### config.mk
export PLATFORM = sky130hd
export DESIGN_NAME = servo_sweep_overcurrent_trip_flat
export DESIGN_NICKNAME = d
export VERILOG_FILES = /design/src/ssot_pkg.sv /design/src/ssot_ifs.sv /design/src/servo_sweep_overcurrent_trip.sv /design/src/ssot_front.sv /design/src/ssot_queue.sv /design/src/ssot_back.sv /design/src/flat_wrapper.sv
export SDC_FILE = /design/constraint.sdc
export NUM_CORES = 1
export LEC_CHECK = 0
export CORE_ASPECT_RATIO = 1.4
export CORE_MARGIN = 10
export CORE_UTILIZATION = 70
export CTS_CLUSTER_SIZE = 8
export DETAILED_ROUTE_END_ITERATION = 12
export DONT_BUFFER_PORTS = 1
export PLACE_DENSITY = 0.86
export REMOVE_ABC_BUFFERS = 1
export SKIP_CTS_REPAIR_TIMING = 1
export SYNTH_ARGS = -nofsm -noshare
export SYNTH_HDL_FRONTEND = slang
export SYNTH_SLANG_ARGS = --single-unit
### constraint.sdc
create_clock -name clk -period 16.3 [get_ports clk]
set_clock_uncertainty 0.2 [all_clocks]
set_input_delay 0.815 -clock clk [delete_from_list [all_inputs] [get_ports clk]]
set_output_delay 0.815 -clock clk [all_outputs]
set_load 0.005 [all_outputs]
### src/ssot_pkg.sv
// Shared types and fixed constants for the servo sweep / over-current trip block.
// No dependencies; every other file in src except ssot_checker uses this package.
package ssot_pkg;

  localparam int PULSE_W    = 12;
  localparam int CUR_W      = 18;
  localparam int CUTOFF_W   = 17;
  localparam int CFG_IDX_W  = 2;
  localparam int CFG_DATA_W = 17;

  // Two-entry queue between the front and the back.
  localparam int Q_DEPTH = 2;
  localparam int Q_PTR_W = $clog2(Q_DEPTH);
  localparam int Q_CNT_W = $clog2(Q_DEPTH + 1);

  // Readings above 78 A are treated as sensor glitches and enter the window as 0.
  localparam logic signed [CUR_W-1:0] READ_LIMIT_MA = 18'sd78000;

  localparam logic [PULSE_W-1:0]  OPEN_PULSE_RST   = 12'd930;
  localparam logic [PULSE_W-1:0]  CLOSED_PULSE_RST = 12'd2010;
  localparam logic [CUTOFF_W-1:0] CUTOFF_RST       = 17'd2400;

  typedef enum logic {
    FUNC_START  = 1'b0,
    FUNC_SAMPLE = 1'b1
  } func_t;

  typedef enum logic [CFG_IDX_W-1:0] {
    CFG_OPEN_PULSE   = 2'd0,
    CFG_CLOSED_PULSE = 2'd1,
    CFG_CUTOFF       = 2'd2
  } cfg_idx_t;

  // Classified word as it sits in the queue.
  typedef struct packed {
    func_t                    func;
    logic                     target_open;
    logic                     hold;
    logic signed [CUR_W-1:0]  sample;   // already screened against the read limit
  } op_t;

endpackage

### src/ssot_ifs.sv
// Valid/ready channel interfaces for the input and result words.
// Depends on ssot_pkg for field widths.
interface ssot_in_if;
  logic                              valid;
  logic                              ready;
  logic                              func;
  logic                              target_open;
  logic                              hold;
  logic signed [ssot_pkg::CUR_W-1:0] current_ma;

  modport source (output valid, func, target_open, hold, current_ma, input ready);
  modport sink   (input valid, func, target_open, hold, current_ma, output ready);
endinterface

interface ssot_out_if;
  logic                          valid;
  logic                          ready;
  logic [ssot_pkg::PULSE_W-1:0]  pulse_us;
  logic                          drive_on;
  logic                          sweep_done;
  logic                          over_current;

  modport source (output valid, pulse_us, drive_on, sweep_done, over_current, input ready);
  modport sink   (input valid, pulse_us, drive_on, sweep_done, over_current, output ready);
endinterface

### src/servo_sweep_overcurrent_trip.sv
// Top level of the servo sweep with averaged over-current trip.
// Depends on ssot_pkg, ssot_ifs, ssot_front, ssot_queue and ssot_back.
//
//   channel  | dir | handshake          | payload
//   ---------+-----+--------------------+------------------------------------------
//   in_ch    | in  | valid/ready        | func, target_open, hold, current_ma
//   out_ch   | out | valid/ready        | pulse_us, drive_on, sweep_done, over_current
//   cfg_*    | in  | cfg_we, no stall   | cfg_index, cfg_data (open, closed, cutoff)
//
// One word in and one result out per cycle when neither side stalls; a word passes
// the front register, the two-entry queue and the result register in turn.
// The rate is set by the back stage, which updates window, trip compare and ramp
// point for one word per cycle; the ramp divide is a single reciprocal multiply.
// rst_n is synchronous, active low; no clearing pass, the block is ready on the
// first cycle after reset.
// A stall on out_ch fills the result register, then the queue, then the front
// register before in_ch.ready drops; each side can stall on its own.
module servo_sweep_overcurrent_trip #(
  parameter int SWEEP_STEPS = 120,
  parameter int AVG_WINDOW  = 5
) (
  input  logic                            clk,
  input  logic                            rst_n,
  ssot_in_if.sink                         in_ch,
  ssot_out_if.source                      out_ch,
  input  logic                            cfg_we,
  input  logic [ssot_pkg::CFG_IDX_W-1:0]  cfg_index,
  input  logic [ssot_pkg::CFG_DATA_W-1:0] cfg_data
);
  import ssot_pkg::*;

  logic push_valid, push_ready;
  op_t  push_op;
  logic pop_valid, pop_ready;
  op_t  pop_op;

  // decode and screen incoming words
  ssot_front u_front (
    .clk        (clk),
    .rst_n      (rst_n),
    .in_ch      (in_ch),
    .push_valid (push_valid),
    .push_ready (push_ready),
    .push_op    (push_op)
  );

  // decouples the front from back-pressure on out_ch
  ssot_queue u_queue (
    .clk        (clk),
    .rst_n      (rst_n),
    .push_valid (push_valid),
    .push_ready (push_ready),
    .push_op    (push_op),
    .pop_valid  (pop_valid),
    .pop_ready  (pop_ready),
    .pop_op     (pop_op)
  );

  // sweep state machine data path and result register
  ssot_back #(
    .SWEEP_STEPS (SWEEP_STEPS),
    .AVG_WINDOW  (AVG_WINDOW)
  ) u_back (
    .clk       (clk),
    .rst_n     (rst_n),
    .cfg_we    (cfg_we),
    .cfg_index (cfg_index),
    .cfg_data  (cfg_data),
    .q_valid   (pop_valid),
    .q_ready   (pop_ready),
    .q_op      (pop_op),
    .out_ch    (out_ch)
  );

endmodule

### src/ssot_front.sv
// Front stage: accepts input words, decodes func and screens the current reading.
// Depends on ssot_pkg and ssot_in_if.
module ssot_front (
  input  logic         clk,
  input  logic         rst_n,
  ssot_in_if.sink      in_ch,
  output logic         push_valid,
  input  logic         push_ready,
  output ssot_pkg::op_t push_op
);
  import ssot_pkg::*;

  logic ent_valid_r, ent_valid_nxt;
  op_t  ent_r, ent_nxt;
  logic accept;

  assign in_ch.ready = !ent_valid_r || push_ready;
  assign accept      = in_ch.valid && in_ch.ready;
  assign push_valid  = ent_valid_r;
  assign push_op     = ent_r;

  always_comb begin
    ent_nxt             = ent_r;
    ent_valid_nxt       = ent_valid_r;
    if (accept) begin
      ent_valid_nxt       = 1'b1;
      ent_nxt.func        = (in_ch.func == FUNC_SAMPLE) ? FUNC_SAMPLE : FUNC_START;
      ent_nxt.target_open = in_ch.target_open;
      ent_nxt.hold        = in_ch.hold;
      ent_nxt.sample      = (in_ch.current_ma > READ_LIMIT_MA) ? '0 : in_ch.current_ma;
    end else if (push_ready) begin
      ent_valid_nxt = 1'b0;
    end
  end

  always_ff @(posedge clk) begin
    if (!rst_n) begin
      ent_valid_r <= 1'b0;
    end else begin
      ent_valid_r <= ent_valid_nxt;
    end
    ent_r <= ent_nxt;
  end

endmodule

### src/ssot_queue.sv
// Short FIFO between front and back; push and pop may happen in the same cycle.
// Depends on ssot_pkg.
module ssot_queue (
  input  logic          clk,
  input  logic          rst_n,
  input  logic          push_valid,
  output logic          push_ready,
  input  ssot_pkg::op_t push_op,
  output logic          pop_valid,
  input  logic          pop_ready,
  output ssot_pkg::op_t pop_op
);
  import ssot_pkg::*;

  op_t                mem_r [Q_DEPTH];
  logic [Q_PTR_W-1:0] wr_ptr_r, rd_ptr_r;
  logic [Q_CNT_W-1:0] count_r;
  logic               do_push, do_pop;

  assign push_ready = (count_r != Q_CNT_W'(Q_DEPTH));
  assign pop_valid  = (count_r != '0);
  assign pop_op     = mem_r[rd_ptr_r];
  assign do_push    = push_valid && push_ready;
  assign do_pop     = pop_valid && pop_ready;

  always_ff @(posedge clk) begin
    if (!rst_n) begin
      wr_ptr_r <= '0;
      rd_ptr_r <= '0;
      count_r  <= '0;
    end else begin
      if (do_push) begin
        wr_ptr_r <= (wr_ptr_r == Q_PTR_W'(Q_DEPTH - 1)) ? '0 : wr_ptr_r + 1'b1;
      end
      if (do_pop) begin
        rd_ptr_r <= (rd_ptr_r == Q_PTR_W'(Q_DEPTH - 1)) ? '0 : rd_ptr_r + 1'b1;
      end
      if (do_push && !do_pop) begin
        count_r <= count_r + 1'b1;
      end else if (do_pop && !do_push) begin
        count_r <= count_r - 1'b1;
      end
    end
    if (do_push) begin
      mem_r[wr_ptr_r] <= push_op;
    end
  end

endmodule

### src/ssot_back.sv
// Back stage: sweep state, moving-average trip and ramp, plus the result register.
// Depends on ssot_pkg and ssot_out_if.
module ssot_back #(
  parameter int SWEEP_STEPS = 120,
  parameter int AVG_WINDOW  = 5
) (
  input  logic                             clk,
  input  logic                             rst_n,
  input  logic                             cfg_we,
  input  logic [ssot_pkg::CFG_IDX_W-1:0]   cfg_index,
  input  logic [ssot_pkg::CFG_DATA_W-1:0]  cfg_data,
  input  logic                             q_valid,
  output logic                             q_ready,
  input  ssot_pkg::op_t                    q_op,
  ssot_out_if.source                       out_ch
);
  import ssot_pkg::*;

  localparam int STEP_W  = $clog2(SWEEP_STEPS + 1);
  localparam int PROD_W  = PULSE_W + STEP_W;            // |delta| * step
  localparam int SHIFT   = PROD_W + $clog2(SWEEP_STEPS);
  localparam int RECIP_W = PROD_W + 1;
  localparam int MUL_W   = PROD_W + RECIP_W;
  // ceil(2^SHIFT / STEPS): exact floor division for any PROD_W-bit dividend
  localparam longint unsigned RECIP =
    ((longint'(1) << SHIFT) + SWEEP_STEPS - 1) / SWEEP_STEPS;
  localparam int SLOT_W  = (AVG_WINDOW > 1) ? $clog2(AVG_WINDOW) : 1;
  localparam int SUM_W   = CUR_W + $clog2(AVG_WINDOW) + 1;
  localparam int LIM_W   = CUTOFF_W + $clog2(AVG_WINDOW + 1);
  localparam int CMP_W   = ((SUM_W > LIM_W) ? SUM_W : LIM_W) + 1;

  // configuration
  logic [PULSE_W-1:0] open_r, closed_r;
  logic [LIM_W-1:0]   limit_r;           // cutoff * window length

  // sweep state
  logic [PULSE_W-1:0] last_r, last_nxt;
  logic               known_r, known_nxt;
  logic [PULSE_W-1:0] start_r, start_nxt;
  logic               neg_r, neg_nxt;
  logic [PULSE_W-1:0] mag_r, mag_nxt;
  logic [PROD_W-1:0]  prod_r, prod_nxt;
  logic [STEP_W-1:0]  step_r, step_nxt;
  logic               active_r, active_nxt;
  logic               hold_r, hold_nxt;
  logic               drive_r, drive_nxt;
  logic signed [CUR_W-1:0] win_r [AVG_WINDOW];
  logic signed [CUR_W-1:0] win_nxt [AVG_WINDOW];
  logic signed [SUM_W-1:0] sum_r, sum_nxt;
  logic [SLOT_W-1:0]  slot_r, slot_nxt;

  // result register
  logic               ovalid_r, ovalid_nxt;
  logic               done_nxt, trip_nxt;
  logic               done_r, trip_r;

  logic               exec;
  logic [PULSE_W-1:0] end_pulse, from_pulse;
  logic signed [PULSE_W:0]   diff;
  logic signed [SUM_W-1:0]   sum_upd;
  logic signed [CMP_W-1:0]   sum_cmp, lim_cmp;
  logic [MUL_W-1:0]          mul_full;
  logic [PULSE_W-1:0]        quot;
  logic signed [PULSE_W+1:0] pulse_s;
  logic [PULSE_W-1:0]        pulse_sat;

  assign q_ready = !ovalid_r || out_ch.ready;
  assign exec    = q_valid && q_ready;

  always_ff @(posedge clk) begin
    if (!rst_n) begin
      open_r   <= OPEN_PULSE_RST;
      closed_r <= CLOSED_PULSE_RST;
      limit_r  <= LIM_W'(CUTOFF_RST) * LIM_W'(AVG_WINDOW);
    end else if (cfg_we) begin
      case (cfg_index)
        CFG_OPEN_PULSE:   open_r   <= cfg_data[PULSE_W-1:0];
        CFG_CLOSED_PULSE: closed_r <= cfg_data[PULSE_W-1:0];
        CFG_CUTOFF:       limit_r  <= LIM_W'(cfg_data[CUTOFF_W-1:0]) * LIM_W'(AVG_WINDOW);
        default: ;
      endcase
    end
  end

  // start path
  assign end_pulse  = q_op.target_open ? open_r : closed_r;
  assign from_pulse = known_r ? last_r : closed_r;
  assign diff       = $signed({1'b0, end_pulse}) - $signed({1'b0, from_pulse});

  // sample path: window update and trip compare
  assign sum_upd = sum_r - SUM_W'(win_r[slot_r]) + SUM_W'(q_op.sample);
  assign sum_cmp = CMP_W'(sum_upd);
  assign lim_cmp = CMP_W'(limit_r);

  // ramp: |delta|*i / STEPS by reciprocal multiply, truncated toward zero
  assign mul_full = prod_r * RECIP_W'(RECIP);
  assign quot     = mul_full[SHIFT +: PULSE_W];
  assign pulse_s  = neg_r ? ($signed({2'b00, start_r}) - $signed({2'b00, quot}))
                          : ($signed({2'b00, start_r}) + $signed({2'b00, quot}));

  always_comb begin
    if (pulse_s < 0) begin
      pulse_sat = '0;
    end else if (pulse_s > $signed({2'b00, {PULSE_W{1'b1}}})) begin
      pulse_sat = '1;
    end else begin
      pulse_sat = pulse_s[PULSE_W-1:0];
    end
  end

  always_comb begin
    last_nxt   = last_r;
    known_nxt  = known_r;
    start_nxt  = start_r;
    neg_nxt    = neg_r;
    mag_nxt    = mag_r;
    prod_nxt   = prod_r;
    step_nxt   = step_r;
    active_nxt = active_r;
    hold_nxt   = hold_r;
    drive_nxt  = drive_r;
    win_nxt    = win_r;
    sum_nxt    = sum_r;
    slot_nxt   = slot_r;
    done_nxt   = 1'b0;
    trip_nxt   = 1'b0;
    ovalid_nxt = ovalid_r && !out_ch.ready;

    if (exec) begin
      ovalid_nxt = 1'b1;
      if (q_op.func == FUNC_START) begin
        start_nxt  = from_pulse;
        neg_nxt    = diff[PULSE_W];
        mag_nxt    = diff[PULSE_W] ? PULSE_W'(-diff) : diff[PULSE_W-1:0];
        prod_nxt   = '0;
        step_nxt   = '0;
        active_nxt = 1'b1;
        hold_nxt   = q_op.hold;
        for (int i = 0; i < AVG_WINDOW; i++) begin
          win_nxt[i] = '0;
        end
        sum_nxt    = '0;
        slot_nxt   = '0;
      end else if (active_r) begin
        win_nxt[slot_r] = q_op.sample;
        sum_nxt         = sum_upd;
        slot_nxt        = (slot_r == SLOT_W'(AVG_WINDOW - 1)) ? '0 : slot_r + 1'b1;
        if (sum_cmp > lim_cmp) begin
          drive_nxt  = 1'b0;
          active_nxt = 1'b0;
          done_nxt   = 1'b1;
          trip_nxt   = 1'b1;
        end else begin
          last_nxt  = pulse_sat;
          known_nxt = 1'b1;
          drive_nxt = 1'b1;
          step_nxt  = step_r + 1'b1;
          prod_nxt  = prod_r + PROD_W'(mag_r);
          if (step_r == STEP_W'(SWEEP_STEPS - 1)) begin
            active_nxt = 1'b0;
            done_nxt   = 1'b1;
            drive_nxt  = hold_r;
          end
        end
      end
    end
  end

  always_ff @(posedge clk) begin
    if (!rst_n) begin
      last_r   <= '0;
      known_r  <= 1'b0;
      start_r  <= '0;
      neg_r    <= 1'b0;
      mag_r    <= '0;
      prod_r   <= '0;
      step_r   <= '0;
      active_r <= 1'b0;
      hold_r   <= 1'b0;
      drive_r  <= 1'b0;
      for (int i = 0; i < AVG_WINDOW; i++) begin
        win_r[i] <= '0;
      end
      sum_r    <= '0;
      slot_r   <= '0;
      ovalid_r <= 1'b0;
    end else begin
      last_r   <= last_nxt;
      known_r  <= known_nxt;
      start_r  <= start_nxt;
      neg_r    <= neg_nxt;
      mag_r    <= mag_nxt;
      prod_r   <= prod_nxt;
      step_r   <= step_nxt;
      active_r <= active_nxt;
      hold_r   <= hold_nxt;
      drive_r  <= drive_nxt;
      win_r    <= win_nxt;
      sum_r    <= sum_nxt;
      slot_r   <= slot_nxt;
      ovalid_r <= ovalid_nxt;
    end
    if (exec) begin
      done_r <= done_nxt;
      trip_r <= trip_nxt;
    end
  end

  // pulse/drive fields are the post-update state, which the state registers hold
  assign out_ch.valid        = ovalid_r;
  assign out_ch.pulse_us     = last_r;
  assign out_ch.drive_on     = drive_r;
  assign out_ch.sweep_done   = done_r;
  assign out_ch.over_current = trip_r;

endmodule

### src/flat_wrapper.sv
// flat-port wrapper written by rule: the top's interface ports become plain ports
module servo_sweep_overcurrent_trip_flat import ssot_pkg::*;
#(
  parameter int SWEEP_STEPS = 120,
  parameter int AVG_WINDOW  = 5
)
  (clk, rst_n, cfg_we, cfg_index, cfg_data, in_ch_valid, in_ch_func, in_ch_target_open, in_ch_hold, in_ch_current_ma, in_ch_ready, out_ch_valid, out_ch_pulse_us, out_ch_drive_on, out_ch_sweep_done, out_ch_over_current, out_ch_ready);
  ssot_in_if in_ch_i ();
  ssot_out_if out_ch_i ();
  input  logic clk;
  input  logic rst_n;
  input  logic cfg_we;
  input  logic [ssot_pkg::CFG_IDX_W-1:0] cfg_index;
  input  logic [ssot_pkg::CFG_DATA_W-1:0] cfg_data;
  input wire logic [$bits(in_ch_i.valid)-1:0] in_ch_valid;
  input wire logic [$bits(in_ch_i.func)-1:0] in_ch_func;
  input wire logic [$bits(in_ch_i.target_open)-1:0] in_ch_target_open;
  input wire logic [$bits(in_ch_i.hold)-1:0] in_ch_hold;
  input wire logic [$bits(in_ch_i.current_ma)-1:0] in_ch_current_ma;
  output wire logic [$bits(in_ch_i.ready)-1:0] in_ch_ready;
  output wire logic [$bits(out_ch_i.valid)-1:0] out_ch_valid;
  output wire logic [$bits(out_ch_i.pulse_us)-1:0] out_ch_pulse_us;
  output wire logic [$bits(out_ch_i.drive_on)-1:0] out_ch_drive_on;
  output wire logic [$bits(out_ch_i.sweep_done)-1:0] out_ch_sweep_done;
  output wire logic [$bits(out_ch_i.over_current)-1:0] out_ch_over_current;
  input wire logic [$bits(out_ch_i.ready)-1:0] out_ch_ready;
  assign in_ch_i.valid = in_ch_valid;
  assign in_ch_i.func = in_ch_func;
  assign in_ch_i.target_open = in_ch_target_open;
  assign in_ch_i.hold = in_ch_hold;
  assign in_ch_i.current_ma = in_ch_current_ma;
  assign in_ch_ready = in_ch_i.ready;
  assign out_ch_valid = out_ch_i.valid;
  assign out_ch_pulse_us = out_ch_i.pulse_us;
  assign out_ch_drive_on = out_ch_i.drive_on;
  assign out_ch_sweep_done = out_ch_i.sweep_done;
  assign out_ch_over_current = out_ch_i.over_current;
  assign out_ch_i.ready = out_ch_ready;
  servo_sweep_overcurrent_trip #(.SWEEP_STEPS(SWEEP_STEPS), .AVG_WINDOW(AVG_WINDOW)) u_core (.clk(clk), .rst_n(rst_n), .in_ch(in_ch_i), .out_ch(out_ch_i), .cfg_we(cfg_we), .cfg_index(cfg_index), .cfg_data(cfg_data));
endmodule
==> impl_metrics.yaml <==
status:
  status: "completed"
sta:
  slew_viol_final: 0
  setup_viol: 0
  finalCritPeriodShare_pct: 46.3
  setup_tns_ps: 0
  hold_violations: 0
  tightest_slew_ps: 1200
  clock.fmax_ghz: 0.133
  slew_headroom_pct: 19.9
  rsz0062_at_grt: "no"
  min_period_ps: 7540
logic_synthesis:
  synth_top_area_share_pct: 22.9
  ys_types: 88
  syn_inst: 2216
  synthMuxAreaShare_pct: 4.39
  synth_top_family_by_area: "adder cells"
  yosys_warnings: 0
  async_reset_ff_share_pct: 0
  yosysMostFrequentCell: "nor2_1"
  synth-compound-area-share_pct: 18.8
  yosysSeqAreaShare_pct: 32.5
  synthSimpleGateAreaFrac_pct: 13.6
  synth_common_cells: "245 x nor2_1, 233 x dfxtp_1, 231 x ha_1"
  synth_xor_area_share_pct: 4.03
  synth_edf_count: 65
  synth.cell_area_mm2: 0.0203
  ys_seq_elements: 298
  synth_area_leaders: "dfxtp_1 23%, ha_1 14%, edfxtp_1 9.6%"
  synth_top_area_cell: "dfxtp_1"
  synth_adder_area_share_pct: 20.6
  synth_ff_type: "dfxtp_1"
  synth.avg_cell_area_um2: 9.18
die:
  rows: 73
  die_height_um: 222
  start_util_pct: 71.4
  ios: 62
  die_w_um: 164
  dieArea_mm2: 0.0364
  core_area_mm2: 0.0285
routing:
  vias: 16742
  ant_nets: 0
  drt_wl_total_mm: 53.3
  wire_per_inst_um: 20.7
  drc: 0
  drt_iter0_drc: 1316
  dr.pass1.iters: 6
  vias_per_cell: 6.50
finish:
  drive_gt1_share_pct: 5.45
  finalInstanceArea_mm2: 0.0217
  num-nets-final: 2527
  areaGrowthSynthToFinish_pct: 6.82
power:
  clockPowerShare_pct: 26.4
  p_per_area_mw_per_mm2: 137
  intPower_mw: 1.78
  peakVddDrop_v: 0.000126
  switchingPower_mw: 1.20
  swShare_pct: 40.3
  pwr-share-seq_pct: 29.2
  leakage_nw: 9.45
  comb_power_share_pct: 44.4
global_routing:
  grt_antenna_before_repair: 0
  grt_remaining_overflow: 0
  grt_pass1_vias: 17358
  grt_pass1_wl_mm: 86.4
  grt_usage_pct: 28.9
  grt_max_degree: 107
worst_hold_path:
  hold_class: "in2reg"
  hold_start: "rst_n"
  min_path_cells: 1
  holdPathEnd: "u_core.u_back.open_r[9]"
setup_path:
  rr_worst_depth: 24
  reg2reg_slack_ps: 8760
  worstReg2RegEnd: "u_core.u_back.out_ch.pulse_us[11]"
  cp.required_ps: 16570
  timing.rr.start: "u_core.u_back.prod_r[12]"
  cp_max_fo: 7
  end_kind: "flop"
  worstSetupPathType: "reg2reg"
  start_kind: "flop"
  worstPathArrival_ps: 7810
placement:
  postPlaceCellArea_mm2: 0.0206
  port_buffers: 0
  routabilityCongestion: 0.973
  hpwlAfterDp_mm: 39.4
flow_run:
  maxCapViolations: 0
clocking:
  cts_buffers: 43
  clkSinkCount: 298
  cts_tree: "done"
  cts-root-buf: "clkbuf_16"
  cts.htree.levels: 2
  cts.reportedPaths.clkPinSlew_ps: 50
  insertion_delay_ps: 550
  clock_path_buffers: 3
per-layer routing:
layer  track usage [%]  share of wire, %  up-vias
met5                 0                 0        -
met4              19.6               7.2        0
met3              4.09               4.8      248
met2              52.9                53      637
met1              29.1                35     8038
li1                  -                 -     7819
worst max path at each step:
stage / startpoint / to
finish: u_core.u_back.prod_r[12] / u_core.u_back.out_ch.pulse_us[11]
detailed placement: u_core.u_back.prod_r[12] / u_core.u_back.out_ch.pulse_us[11]
global placement: u_core.u_back.prod_r[12] / u_core.u_back.out_ch.pulse_us[1]
global route: u_core.u_back.slot_r[2] / u_core.u_back.prod_r[12]
floorplan: u_core.u_back.prod_r[15] / u_core.u_back.out_ch.pulse_us[1]
CTS: u_core.u_back.prod_r[12] / u_core.u_back.out_ch.pulse_us[11]
critical path: stages, from the launching register on:
cell       delay [ps]
dfxtp_1           470
inv_1             220
fa_1              550
fa_1              520
inv_1              50
fa_1              500
inv_1              50
fa_1              490
inv_1              40
ha_1              300
a21o_1            180
a21o_1            180
a2111oi_0         460
o211ai_1          230
a31o_2            300
a21o_1            200
a21oi_1           290
xnor2_1           170
ha_1              340
o311ai_0          620
nand2_1           190
o41ai_1           420
mux2i_1           240
o2111ai_1         120
mux2i_1           160
power by group through the flow:
| stage | registers [mW] | logic, mW | clock network, mW |
|---|---|---|---|
| finish | 0.871 | 1.32 | 0.788 |
| global route | 0.874 | 1.45 | 0.822 |
| CTS | 0.869 | 1.30 | 0.791 |
| detailed placement | 0.882 | 1.28 | 0 |
| global placement | 0.878 | 1.25 | 0 |
| floorplan | 0.869 | 0.958 | 0 |
stage by stage:
step                      utilization [%]  cells  worst slack (ps)  hold slack [ps]  power [mW]
final                                76.2   2576              8760              160        2.98
after global routing                 76.2   2575              8150              146        3.15
after CTS                            76.2   2575              8830              137        2.96
after detailed placement             72.2   2516              8870              232        2.16
after global placement               72.2   2516              9070              223        2.13
after floorplan                         -   2122              9670              221        1.83
area by class of cell:
class,count,area [µm²]
Clock inverter,4,33.8
Timing Repair Buffer,19,143
Sequential cell,298,6620
Antenna cell,1,2.50
Clock buffer,55,1120
Inverter,214,806
Tap cell,375,469
Multi-Input combinational cell,1610,12500
Fill cell,1983,6780
cells in the final DEF (no fill, tap or decap), types with 14 or more instances in the layout:
cell type / instances
nand3_1: 36
a22oi_1: 128
mux2_2: 14
a21oi_1: 98
nor3_1: 38
inv_1: 213
o22ai_1: 14
nand2_1: 146
a21o_1: 34
nand2b_1: 14
xnor2_1: 52
o21ai_0: 48
buf_4: 19
o211ai_1: 21
mux2i_1: 60
a211oi_1: 37
and3_1: 16
a31oi_1: 15
fa_1: 65
nor2_1: 243
xor2_1: 39
nor2b_1: 14
edfxtp_1: 65
o21a_1: 18
and2_1: 29
clkbuf_16: 43
ha_1: 231
dfxtp_1: 233
cells by family (layout without fill, tap and decap cells):
| family | after synthesis | after routing |
|---|---|---|
| AND/OR/NAND/NOR | 607 | 607 |
| AO/OA/AOI/OAI | 535 | 535 |
| buffers and inverters | 308 | 292 |
| flip-flops | 298 | 298 |
| adder cells (fa/ha/maj) | 296 | 296 |
| XOR/XNOR | 92 | 92 |
| multiplexers | 80 | 80 |
| other | 0 | 1 |
flip-flops by register name, summed over array words and instances, names as in the netlist, 2 cells and up, named ones only:
signal / count
u_core.u_back.step_r: 7
u_core.u_back.prod_r: 19
u_core.u_back.open_r: 12
u_core.u_queue.count_r: 2
u_core.u_back.out_ch.pulse_us: 12
u_core.u_back.mag_r: 12
u_core.u_back.start_r: 12
u_core.u_queue.mem_r: 42
u_core.u_back.limit_r: 20
u_core.u_front.push_op: 21
u_core.u_back.sum_r: 22
u_core.u_back.win_r: 90
u_core.u_back.slot_r: 3
u_core.u_back.closed_r: 12
Note: power is estimated with default switching activity, not from simulation.
